`src/r2e_pkg.sv`:
```
package r2e_pkg;

    // CORDIC vector and angle accumulator widths
    localparam int CW = 28;
    localparam int AW = 30;
    // Square-root radicand, root register and final root widths
    localparam int RW = 49;
    localparam int SW = 50;
    localparam int QW = 25;
    localparam int SQ_CELLS = 25;
    localparam int OW = 17;
    localparam int TAB_LEN = 24;

    localparam logic signed [17:0] ONE_Q16 = 18'sd65536;
    localparam logic signed [17:0] LIM_XZ = 18'sd23040;
    localparam logic signed [17:0] LIM_Y = 18'sd11520;
    localparam logic signed [AW-1:0] DEG90 = 30'sd94371840;
    localparam logic signed [AW-1:0] ROUND_HALF = 30'sd4096;
    localparam int OUT_SHIFT = 13;

    // atan(2^-i) in degrees * 2^20
    localparam logic signed [AW-1:0] ATAN_TAB [TAB_LEN] = '{
        30'sd47185920, 30'sd27855475, 30'sd14718068, 30'sd7471121,
        30'sd3750058, 30'sd1876857, 30'sd938658, 30'sd469357,
        30'sd234682, 30'sd117342, 30'sd58671, 30'sd29335,
        30'sd14668, 30'sd7334, 30'sd3667, 30'sd1833,
        30'sd917, 30'sd458, 30'sd229, 30'sd115,
        30'sd57, 30'sd29, 30'sd14, 30'sd7
    };

    typedef enum logic [1:0] {
        CASE_NORMAL = 2'd0,
        CASE_NEG    = 2'd1,
        CASE_POS    = 2'd2
    } case_t;

    typedef struct packed {
        logic signed [CW-1:0] x;
        logic signed [CW-1:0] y;
        logic signed [AW-1:0] z;
        logic                 zero;
    } cordic_t;

    typedef struct packed {
        logic [RW-1:0] v;
        logic [SW-1:0] res;
    } sqrt_t;

    typedef struct packed {
        logic signed [17:0] xa;
        logic signed [17:0] xb;
        logic signed [17:0] za;
        logic signed [17:0] zb;
        logic signed [17:0] r20;
        case_t              code;
    } side_t;

    function automatic logic signed [17:0] sat_unit(logic signed [17:0] v);
        logic signed [17:0] r;
        r = v;
        if (v > ONE_Q16)
        begin
            r = ONE_Q16;
        end
        else if (v < -ONE_Q16)
        begin
            r = -ONE_Q16;
        end
        return r;
    endfunction

    function automatic logic signed [17:0] clamp(logic signed [17:0] v,
                                                 logic signed [17:0] lim);
        logic signed [17:0] r;
        r = v;
        if (v > lim)
        begin
            r = lim;
        end
        else if (v < -lim)
        begin
            r = -lim;
        end
        return r;
    endfunction

    function automatic logic signed [CW-1:0] scale_q(logic signed [17:0] v);
        return {{(CW-26){v[17]}}, v, 8'd0};
    endfunction

endpackage

```
`src/r2e_cordic_pre.sv`:
```
module r2e_cordic_pre (
    input  logic                        clk,
    input  logic                        en,
    input  logic signed [r2e_pkg::CW-1:0] y,
    input  logic signed [r2e_pkg::CW-1:0] x,
    output r2e_pkg::cordic_t            q
);
    import r2e_pkg::*;

    cordic_t q_reg;
    cordic_t q_next;

    // Fold the left half-plane into the right one with a quarter turn
    always_comb
    begin
        q_next.zero = (x == '0) && (y == '0);
        if (x < 0)
        begin
            if (y >= 0)
            begin
                q_next.x = y;
                q_next.y = -x;
                q_next.z = DEG90;
            end
            else
            begin
                q_next.x = -y;
                q_next.y = x;
                q_next.z = -DEG90;
            end
        end
        else
        begin
            q_next.x = x;
            q_next.y = y;
            q_next.z = '0;
        end
    end

    always_ff @(posedge clk)
    begin
        if (en)
        begin
            q_reg <= q_next;
        end
    end

    assign q = q_reg;

endmodule

```
`config.mk`:
```
export PLATFORM = sky130hd
export DESIGN_NAME = r2e_cordic_pre
export DESIGN_NICKNAME = d
export VERILOG_FILES = /design/src/r2e_pkg.sv /design/src/r2e_cordic_pre.sv
export SDC_FILE = /design/constraint.sdc
export NUM_CORES = 1
export LEC_CHECK = 0
export ABC_AREA = 1
export ABC_CLOCK_PERIOD_IN_PS = 2900
export BUFFER_PORTS_ARGS = -buffer_cell sky130_fd_sc_hd__buf_2
export CAP_MARGIN = 10
export CORE_MARGIN = 4
export CORE_UTILIZATION = 56
export CTS_BUF_LIST = sky130_fd_sc_hd__clkbuf_8
export CTS_CLUSTER_SIZE = 14
export DETAILED_ROUTE_END_ITERATION = 8
export PLACE_DENSITY = 0.88
export SYNTH_ARGS = -nofsm -noshare
export SYNTH_HDL_FRONTEND = slang
export SYNTH_SLANG_ARGS = --single-unit
export TNS_END_PERCENT = 100
```
`constraint.sdc`:
```
create_clock -name clk -period 2.9 [get_ports clk]
set_input_delay 0.145 -clock clk [delete_from_list [all_inputs] [get_ports clk]]
set_output_delay 0.145 -clock clk [all_outputs]
set_load 0.01 [all_outputs]
```
==> impl_metrics.yaml <==
clock_network:
  numCtsBuffers: 9
  clockRootBuffer: "clkbuf_8"
  post-cts-setup-buffers: 0
  cts_max_path_buffers: 2
  cts_tree: "yes"
  hold_buffers: 0
  cts_num_sinks: 60
  cts_max_level: 3
  path_clk_slew_ns: 0.07
  cts.repair.resized: 0
setup_path:
  crit_slowest_cell: "buf_2"
  crit_path_end_kind: "flop"
  critPathKind: "in2reg"
  critPathLaunchType: "input port"
  cp_cell_sequence: "buf_2, inv_6, o21ai_1, nand3_1, nand3_1, o21ai_1"
  crit_fanout: 34
  worst_ep_arrival_time_ns: 1.50
  critPathLaunch: "y[27]"
  critPathMaxStageDelay_ns: 0.54
  required_ns: 2.98
  crit_path_end: "q[45]"
finish:
  area_delta_synth_final_pct: 16.9
  fin_nets: 722
  nFillCells: 660
  multi_input_area_um2: 1980
  final_common_cell: "nand2_1"
  regArea_um2: 1800
  final_cell_mix: "nand2_1 (161), buf_2 (123), nand3_1 (66), edfxtp_1 (60), nor2_1 (52)"
  drive_above_1_share_pct: 24.0
  largest_register_ffs: 60
  diodes: 0
sta:
  fin_crit_sh_pct: 49.0
  min_period_ns: 1.42
  max_freq_mhz: 704
  hold_viol_final: 0
  rsz0062_at_grt: "false"
  worstMarginPinSlew_ns: 0.793
  max_slew_margin_pct: 47.1
  setup_viol: 0
  finalMaxSlewViolations: 0
  finalSetupTns_ns: 0
yosys:
  synthDistinctLibCells: 29
  yosysWarnings: 0
  synth_edf_count: 60
  ys_seq_area_share_pct: 42.9
  syn_avg_cell_area_um2: 7.65
  synth-seq-cells: 60
  dominantRegCellSynth: "edfxtp_1"
  postSynthCellCount: 549
  postSynth.asyncResetShare_pct: 0
  netlist_area_um2: 4200
global_routing:
  antenna_found_initial: 0
  grt_max_degree: 61
  grt_pass1_vias: 3897
  grt_first_pass_wirelength_um: 19200
  grt_use_total_pct: 28.0
  grt_overflow: 0
route:
  totalWireLength_um: 12600
  vias: 4234
  drtIter0Drc: 333
  viasPerCell: 5.53
  drc: 0
  wl_per_cell_um: 16.4
  antenna_left: 0
  dr.pass1.iters: 6
power_and_ir_drop:
  power_density_nw_per_um2: 455
  power.leakage_nw: 2.32
  ir_worst_vdd_uv: 234
  power_mw: 2.24
floorplan:
  io_pins: 145
  die_x_um: 94.6
  dieArea_um2: 8950
  core_um2: 7290
  start_util_pct: 57.6
  fp.dieH_um: 94.6
  rows: 31
min_path:
  hold_path_class: "in2reg"
status:
  status: "finished, final reports clean"
placement:
  gp_routability_congestion: 0.916
  dp_hpwl_um: 9440
  io_buffers: 123
job:
  cap_violations: 0
==> through the flow <==
step           util (%)  worst slack, ns  instance area [µm²]  std cells  hold slack (ns)
6_report           67.3             1.48                 4910        766            0.119
5_1_grt            67.3             1.37                 4910        766            0.128
4_1_cts            67.3             1.53                 4910        766            0.104
3_3_place_gp       65.2             1.20                 4750        750            0.438
3_5_place_dp       65.2             1.17                 4750        750            0.462
2_1_floorplan         -             1.60                 4280        569            0.244
==> worst min path at each step <==
stage,slack [ns],to,startpoint,cells past startpoint
after CTS,0.10,q[81],x[22],3
final,0.12,q[81],x[22],3
after floorplan,0.24,q[22],x[27],0
after global placement,0.44,q[59],y[0],3
after detailed placement,0.46,q[81],x[22],3
after global routing,0.13,q[59],y[0],3
==> cell families (layout without fill, tap and decap cells) <==
family,after synthesis,after routing,share of synthesized area [%]
AOI/OAI and AO/OA,60,60,7.39
buffers and inverters,93,191,11.8
adders and majority gates,2,2,0.595
DFF,60,60,42.9
other,1,21,0.0893
xor gates and xnor gates,21,21,4.38
and+or+nand+nor,312,312,32.9
==> layout make-up <==
class | instances | area share [%]
Timing Repair Buffer | 128 | 13.6
Tap cell | 99 | 2.52
Multi-Input combinational cell | 416 | 40.3
Clock buffer | 9 | 2.52
Inverter | 47 | 3.69
Clock inverter | 7 | 0.713
Sequential cell | 60 | 36.7
==> critical path, delay by kind of cell <==
| kind | cells | cell delay [ns] |
|---|---|---|
| compound gates | 2 | 0.35 |
| simple gates | 2 | 0.24 |
| buf+inv | 2 | 0.76 |
==> metal layers <==
| layer | wire (µm) | vias to the layer above | share of wire [%] | GRT usage (%) |
|---|---|---|---|---|
| li1 | - | 2000 | - | - |
| met1 | 5090 | 1933 | 40 | 36.2 |
| met2 | 6010 | 269 | 48 | 46.4 |
| met3 | 1110 | 32 | 8.8 | 4.70 |
| met4 | 364 | 0 | 2.9 | 12.3 |
| met5 | 0 | - | 0 | 0 |
==> power breakdown <==
part / internal (mW) / leakage [nW] / total, mW / switching, mW
clock network: 0.297 / 0.0874 / 0.635 / 0.338
registers: 1.06 / 0.584 / 1.08 / 0.0224
logic: 0.180 / 1.65 / 0.524 / 0.344
total: 1.53 / 2.32 / 2.24 / 0.704
==> cells in the mapped netlist, types with 4 or more instances <==
cell | n | area share [%]
buf_4 | 28 | 5.0
o21ai_1 | 15 | 1.8
o21ai_0 | 38 | 4.5
edfxtp_1 | 60 | 43
nor2_4 | 4 | 1.1
clkbuf_1 | 4 | 0.36
nand4_1 | 11 | 1.6
nand3_1 | 66 | 7.9
nand2_1 | 161 | 14
xnor2_1 | 8 | 1.7
inv_1 | 46 | 4.1
nand2_2 | 4 | 0.60
xor2_1 | 13 | 2.7
nor2_2 | 4 | 0.60
nor2_1 | 52 | 4.6
buf_2 | 11 | 1.3
(Power assumes the default switching activity.)
