==> src/r2e_pkg.sv <==
package r2e_pkg;

    // CORDIC vector and angle accumulator widths
    localparam int CW = 28;
    localparam int AW = 30;
    // Square-root radicand, root register and final root widths
    localparam int RW = 49;
    localparam int SW = 50;
    localparam int QW = 25;
    localparam int SQ_CELLS = 25;
    localparam int OW = 17;
    localparam int TAB_LEN = 24;

    localparam logic signed [17:0] ONE_Q16 = 18'sd65536;
    localparam logic signed [17:0] LIM_XZ = 18'sd23040;
    localparam logic signed [17:0] LIM_Y = 18'sd11520;
    localparam logic signed [AW-1:0] DEG90 = 30'sd94371840;
    localparam logic signed [AW-1:0] ROUND_HALF = 30'sd4096;
    localparam int OUT_SHIFT = 13;

    // atan(2^-i) in degrees * 2^20
    localparam logic signed [AW-1:0] ATAN_TAB [TAB_LEN] = '{
        30'sd47185920, 30'sd27855475, 30'sd14718068, 30'sd7471121,
        30'sd3750058, 30'sd1876857, 30'sd938658, 30'sd469357,
        30'sd234682, 30'sd117342, 30'sd58671, 30'sd29335,
        30'sd14668, 30'sd7334, 30'sd3667, 30'sd1833,
        30'sd917, 30'sd458, 30'sd229, 30'sd115,
        30'sd57, 30'sd29, 30'sd14, 30'sd7
    };

    typedef enum logic [1:0] {
        CASE_NORMAL = 2'd0,
        CASE_NEG    = 2'd1,
        CASE_POS    = 2'd2
    } case_t;

    typedef struct packed {
        logic signed [CW-1:0] x;
        logic signed [CW-1:0] y;
        logic signed [AW-1:0] z;
        logic                 zero;
    } cordic_t;

    typedef struct packed {
        logic [RW-1:0] v;
        logic [SW-1:0] res;
    } sqrt_t;

    typedef struct packed {
        logic signed [17:0] xa;
        logic signed [17:0] xb;
        logic signed [17:0] za;
        logic signed [17:0] zb;
        logic signed [17:0] r20;
        case_t              code;
    } side_t;

    function automatic logic signed [17:0] sat_unit(logic signed [17:0] v);
        logic signed [17:0] r;
        r = v;
        if (v > ONE_Q16)
        begin
            r = ONE_Q16;
        end
        else if (v < -ONE_Q16)
        begin
            r = -ONE_Q16;
        end
        return r;
    endfunction

    function automatic logic signed [17:0] clamp(logic signed [17:0] v,
                                                 logic signed [17:0] lim);
        logic signed [17:0] r;
        r = v;
        if (v > lim)
        begin
            r = lim;
        end
        else if (v < -lim)
        begin
            r = -lim;
        end
        return r;
    endfunction

    function automatic logic signed [CW-1:0] scale_q(logic signed [17:0] v);
        return {{(CW-26){v[17]}}, v, 8'd0};
    endfunction

endpackage

==> src/r2e_cordic_cell.sv <==
module r2e_cordic_cell #(
    parameter int I = 0
) (
    input  logic             clk,
    input  logic             en,
    input  r2e_pkg::cordic_t d,
    output r2e_pkg::cordic_t q
);
    import r2e_pkg::*;

    cordic_t              q_reg;
    cordic_t              q_next;
    logic signed [CW-1:0] xs;
    logic signed [CW-1:0] ys;

    // Rotate toward the x axis by one micro-angle
    always_comb
    begin
        xs = $signed(d.x) >>> I;
        ys = $signed(d.y) >>> I;
        q_next.zero = d.zero;
        if (d.y >= 0)
        begin
            q_next.x = d.x + ys;
            q_next.y = d.y - xs;
            q_next.z = d.z + ATAN_TAB[I];
        end
        else
        begin
            q_next.x = d.x - ys;
            q_next.y = d.y + xs;
            q_next.z = d.z - ATAN_TAB[I];
        end
    end

    always_ff @(posedge clk)
    begin
        if (en)
        begin
            q_reg <= q_next;
        end
    end

    assign q = q_reg;

endmodule
==> config.mk <==
export PLATFORM = sky130hd
export DESIGN_NAME = r2e_cordic_cell
export DESIGN_NICKNAME = d
export VERILOG_FILES = /design/src/r2e_pkg.sv /design/src/r2e_cordic_cell.sv
export SDC_FILE = /design/constraint.sdc
export NUM_CORES = 1
export LEC_CHECK = 0
export BUFFER_PORTS_ARGS = -buffer_cell sky130_fd_sc_hd__buf_2
export CAP_MARGIN = 15
export CORE_AREA = 4 4 118 120
export CTS_CLUSTER_DIAMETER = 30
export DETAILED_ROUTE_END_ITERATION = 8
export DIE_AREA = 0 0 122 124
export GPL_ROUTABILITY_DRIVEN = 0
export PLACE_DENSITY = 0.87
export SLEW_MARGIN = 20
export SYNTH_ARGS = -nofsm -noshare
export SYNTH_HDL_FRONTEND = slang
export SYNTH_SLANG_ARGS = --single-unit
==> constraint.sdc <==
create_clock -name clk -period 8.14 [get_ports clk]
set_clock_uncertainty 0.05 [all_clocks]
set_input_delay 0.814 -clock clk [delete_from_list [all_inputs] [get_ports clk]]
set_output_delay 0.814 -clock clk [all_outputs]
set_load 0.02 [all_outputs]
==> impl_metrics.yaml <==
clocking:
  ctsHoldBuffers: 0
  clk_path_buf_depth: 2
  cts_max_level: 3
  postCtsResizedCells: 0
  cts_buffers: 9
  clk_pin_slew_ps: 70
  clock-sinks: 86
  tritoncts: "yes"
  postCtsSetupBuffers: 0
  clockRootBuffer: "clkbuf_16"
finish:
  multiInputGateArea_um2: 4531
  seqCellArea_um2: 2582
  area_growth_pct: 16.07
  antenna_cells: 0
  largest_reg_flops: 86
  final_cells: 1151
  drive_above_1_share_pct: 23.59
  fin_util_pct: 68.37
  fin_nets: 1147
  fillers: 1006
timing:
  relSlewSlack_pct: 30.23
  drv_slew: 0
  finalSetupViolations: 0
  tns_ps: 0
  period_minus_slack_ps: 3416
  grt_setup_unrepaired: "no"
  worst_pin_slew_ps: 1047
  hold_violations: 0
  max_clock_freq_mhz: 292.7
  period_share_pct: 41.97
synthesis:
  synth_ff_type: "edfxtp_1"
  synth-edff-count: 86
  ys_seq_area_share_pct: 33.78
  ys_warn_count: 0
  synth-async-reset-ratio_pct: 0
  mappedNetlistArea_um2: 7646
  ys_seq_elements: 86
  yosysUniqueCellTypes: 77
  synth_nets: 998
  syn_area_per_cell_um2: 9.313
  synthCells: 821
floorplanning:
  floorplan.rows: 42
  start_util_pct: 58.91
  die_h_um: 124
  die_area_um2: 15130
  die_w_um: 122
  coreArea_um2: 12980
  ioPinCount: 176
routing:
  ant_nets: 0
  first_pass_iters: 6
  drc_errors: 0
  vias: 6869
  post_drt_via_cell_ratio: 5.968
  wirelength_um: 19450
  initialDrtViolationCount: 939
  drt-wirelength-per-cell_um: 16.90
pwr:
  leakage_nw: 3.973
  power.density_nw_per_um2: 179.5
  power_frac_seq_pct: 37.2
  p_clk_share_pct: 26.4
  vdd_drop_max_mv: 0.1088
  swShare_pct: 35.39
  power.total_mw: 1.593
  comb_power_share_pct: 36.4
  p_int_mw: 1.029
  switchingPower_mw: 0.5637
global_route:
  grt_util_all_layers_pct: 25.14
  grt_overflow: 0
  grt_pass1_vias: 6308
  antenna_found_initial: 0
  grt_pass1_wl_um: 30590
  grt_max_degree: 87
worst_setup_path:
  crit_slowest_cell: "ha_1"
  critical_path_arrival_ps: 3460
  critical_path_class: "input port to flip-flop"
  crit_start: "d[42]"
  crit_chain: "buf_2 -> inv_1 -> ha_1 -> inv_1 -> a221oi_2 -> o221ai_1 -> a211oi_1 -> a21oi_2 -> o211ai_2 -> a21o_1 -> a211oi_2 -> xor2_1"
  critPathCaptureType: "flip-flop"
  slowest_delay_ps: 520
  cp_max_fo: 11
  crit_top_cell: "inv_1"
  cp.required_ps: 8180
  critPathCapture: "q[86]"
  critPathLaunchType: "input port"
worst_hold_path:
  min_path_type: "input port to flip-flop"
  hp-start: "d[20]"
place:
  hpwl_um: 15170
  io_buffer_count: 175
  dp.cells: 1135
run:
  maxCapViolCount: 0
status:
  status: "completed"
## how the worst min path moves through the flow
stage / to / slack (ps) / depth (start not counted)
6_report: q[20] / 590 / 1
5_1_grt: q[20] / 580 / 1
4_1_cts: q[20] / 580 / 1
3_5_place_dp: q[20] / 940 / 1
3_3_place_gp: q[9] / 940 / 1
2_1_floorplan: q[0] / 860 / 0
## worst max-delay path, delay by kind of cell
family / cells / cell delay, ps
AOI/OAI and AO/OA: 7 / 1610
adders and majority gates: 1 / 520
buffers and inverters: 3 / 360
xor gates and xnor gates: 1 / 150
## routing by layer
metal | part of all wire (%) | global-route usage, % | up-vias
li1 | - | - | 3240
met3 | 8.8 | 2.634 | 50
met4 | 2.9 | 10.92 | 0
met2 | 47 | 42.20 | 383
met5 | 0 | 0 | -
met1 | 41 | 33.19 | 3196
## power by group through the flow
stage                     Clock [mW]  Sequential, mW  Combinational, mW
final                          0.420           0.592              0.580
after global routing           0.448           0.598              0.626
after CTS                      0.425           0.593              0.572
after detailed placement           0           0.603              0.568
after global placement             0           0.600              0.556
after floorplan                    0           0.683              0.316
## area by class of cell
class	count	share of cell area, %
repair buffers	177	10.07
flip-flops and latches	86	29.10
clock buffers	9	2.538
inverters	90	3.807
clock inverters	7	0.9587
well taps	176	2.481
multi-input cells	606	51.05
## per-stage QoR
step           cell area (um^2)  hold WS [ps]  worst slack [ps]
4_1_cts                    8875         583.4              4778
3_3_place_gp               8564         940.5              4464
5_1_grt                    8875         579.7              4498
2_1_floorplan              7646         862.9              4632
3_5_place_dp               8564         942.3              4408
6_report                   8875         591.3              4724
## cells in the mapped netlist, types with 4 or more instances
library cell  number  share of area, %
a211oi_1          11               1.1
a21o_1            22               2.2
a21oi_1           93               6.1
a221oi_1           4              0.46
a31oi_1            5              0.41
buf_2              6              0.39
buf_4              5              0.49
clkbuf_1          22               1.1
edfxtp_1          86                34
ha_1              85                14
inv_1             85               4.2
mux2i_1           15               2.0
nand2_1           32               1.6
nand2b_1          10              0.82
nand3_1           12              0.79
nand4_1            4              0.33
nor2_1            49               2.4
nor2b_1            8              0.65
nor3_1            22               1.4
nor4_1             6              0.49
o21a_1             4              0.39
o21ai_0           48               3.1
o21ai_1           10              0.65
o21bai_1          17               1.7
o31a_1             4              0.46
o31ai_1            5              0.49
xnor2_1           54               6.2
xor2_1             8              0.92
## logic make-up after synthesis
kind of cell,after synthesis,synth area share [%]
AO/OA/AOI/OAI,272,24.28
AND/OR/NAND/NOR,169,11.21
buffers and inverters,129,6.971
adder cells (fa/ha/maj),88,14.69
flip-flops,86,33.78
XOR/XNOR,62,7.102
multiplexers,15,1.964
## placed cells by master (no fill, tap or decap), types with 22 or more instances in the layout
cell,count
a21oi_1,93
xnor2_1,54
a21o_1,22
buf_2,174
o21ai_0,48
edfxtp_1,86
nor3_1,22
nor2_1,49
ha_1,85
inv_1,85
nand2_1,32
No activity file was read; power rests on OpenSTA's default activity.
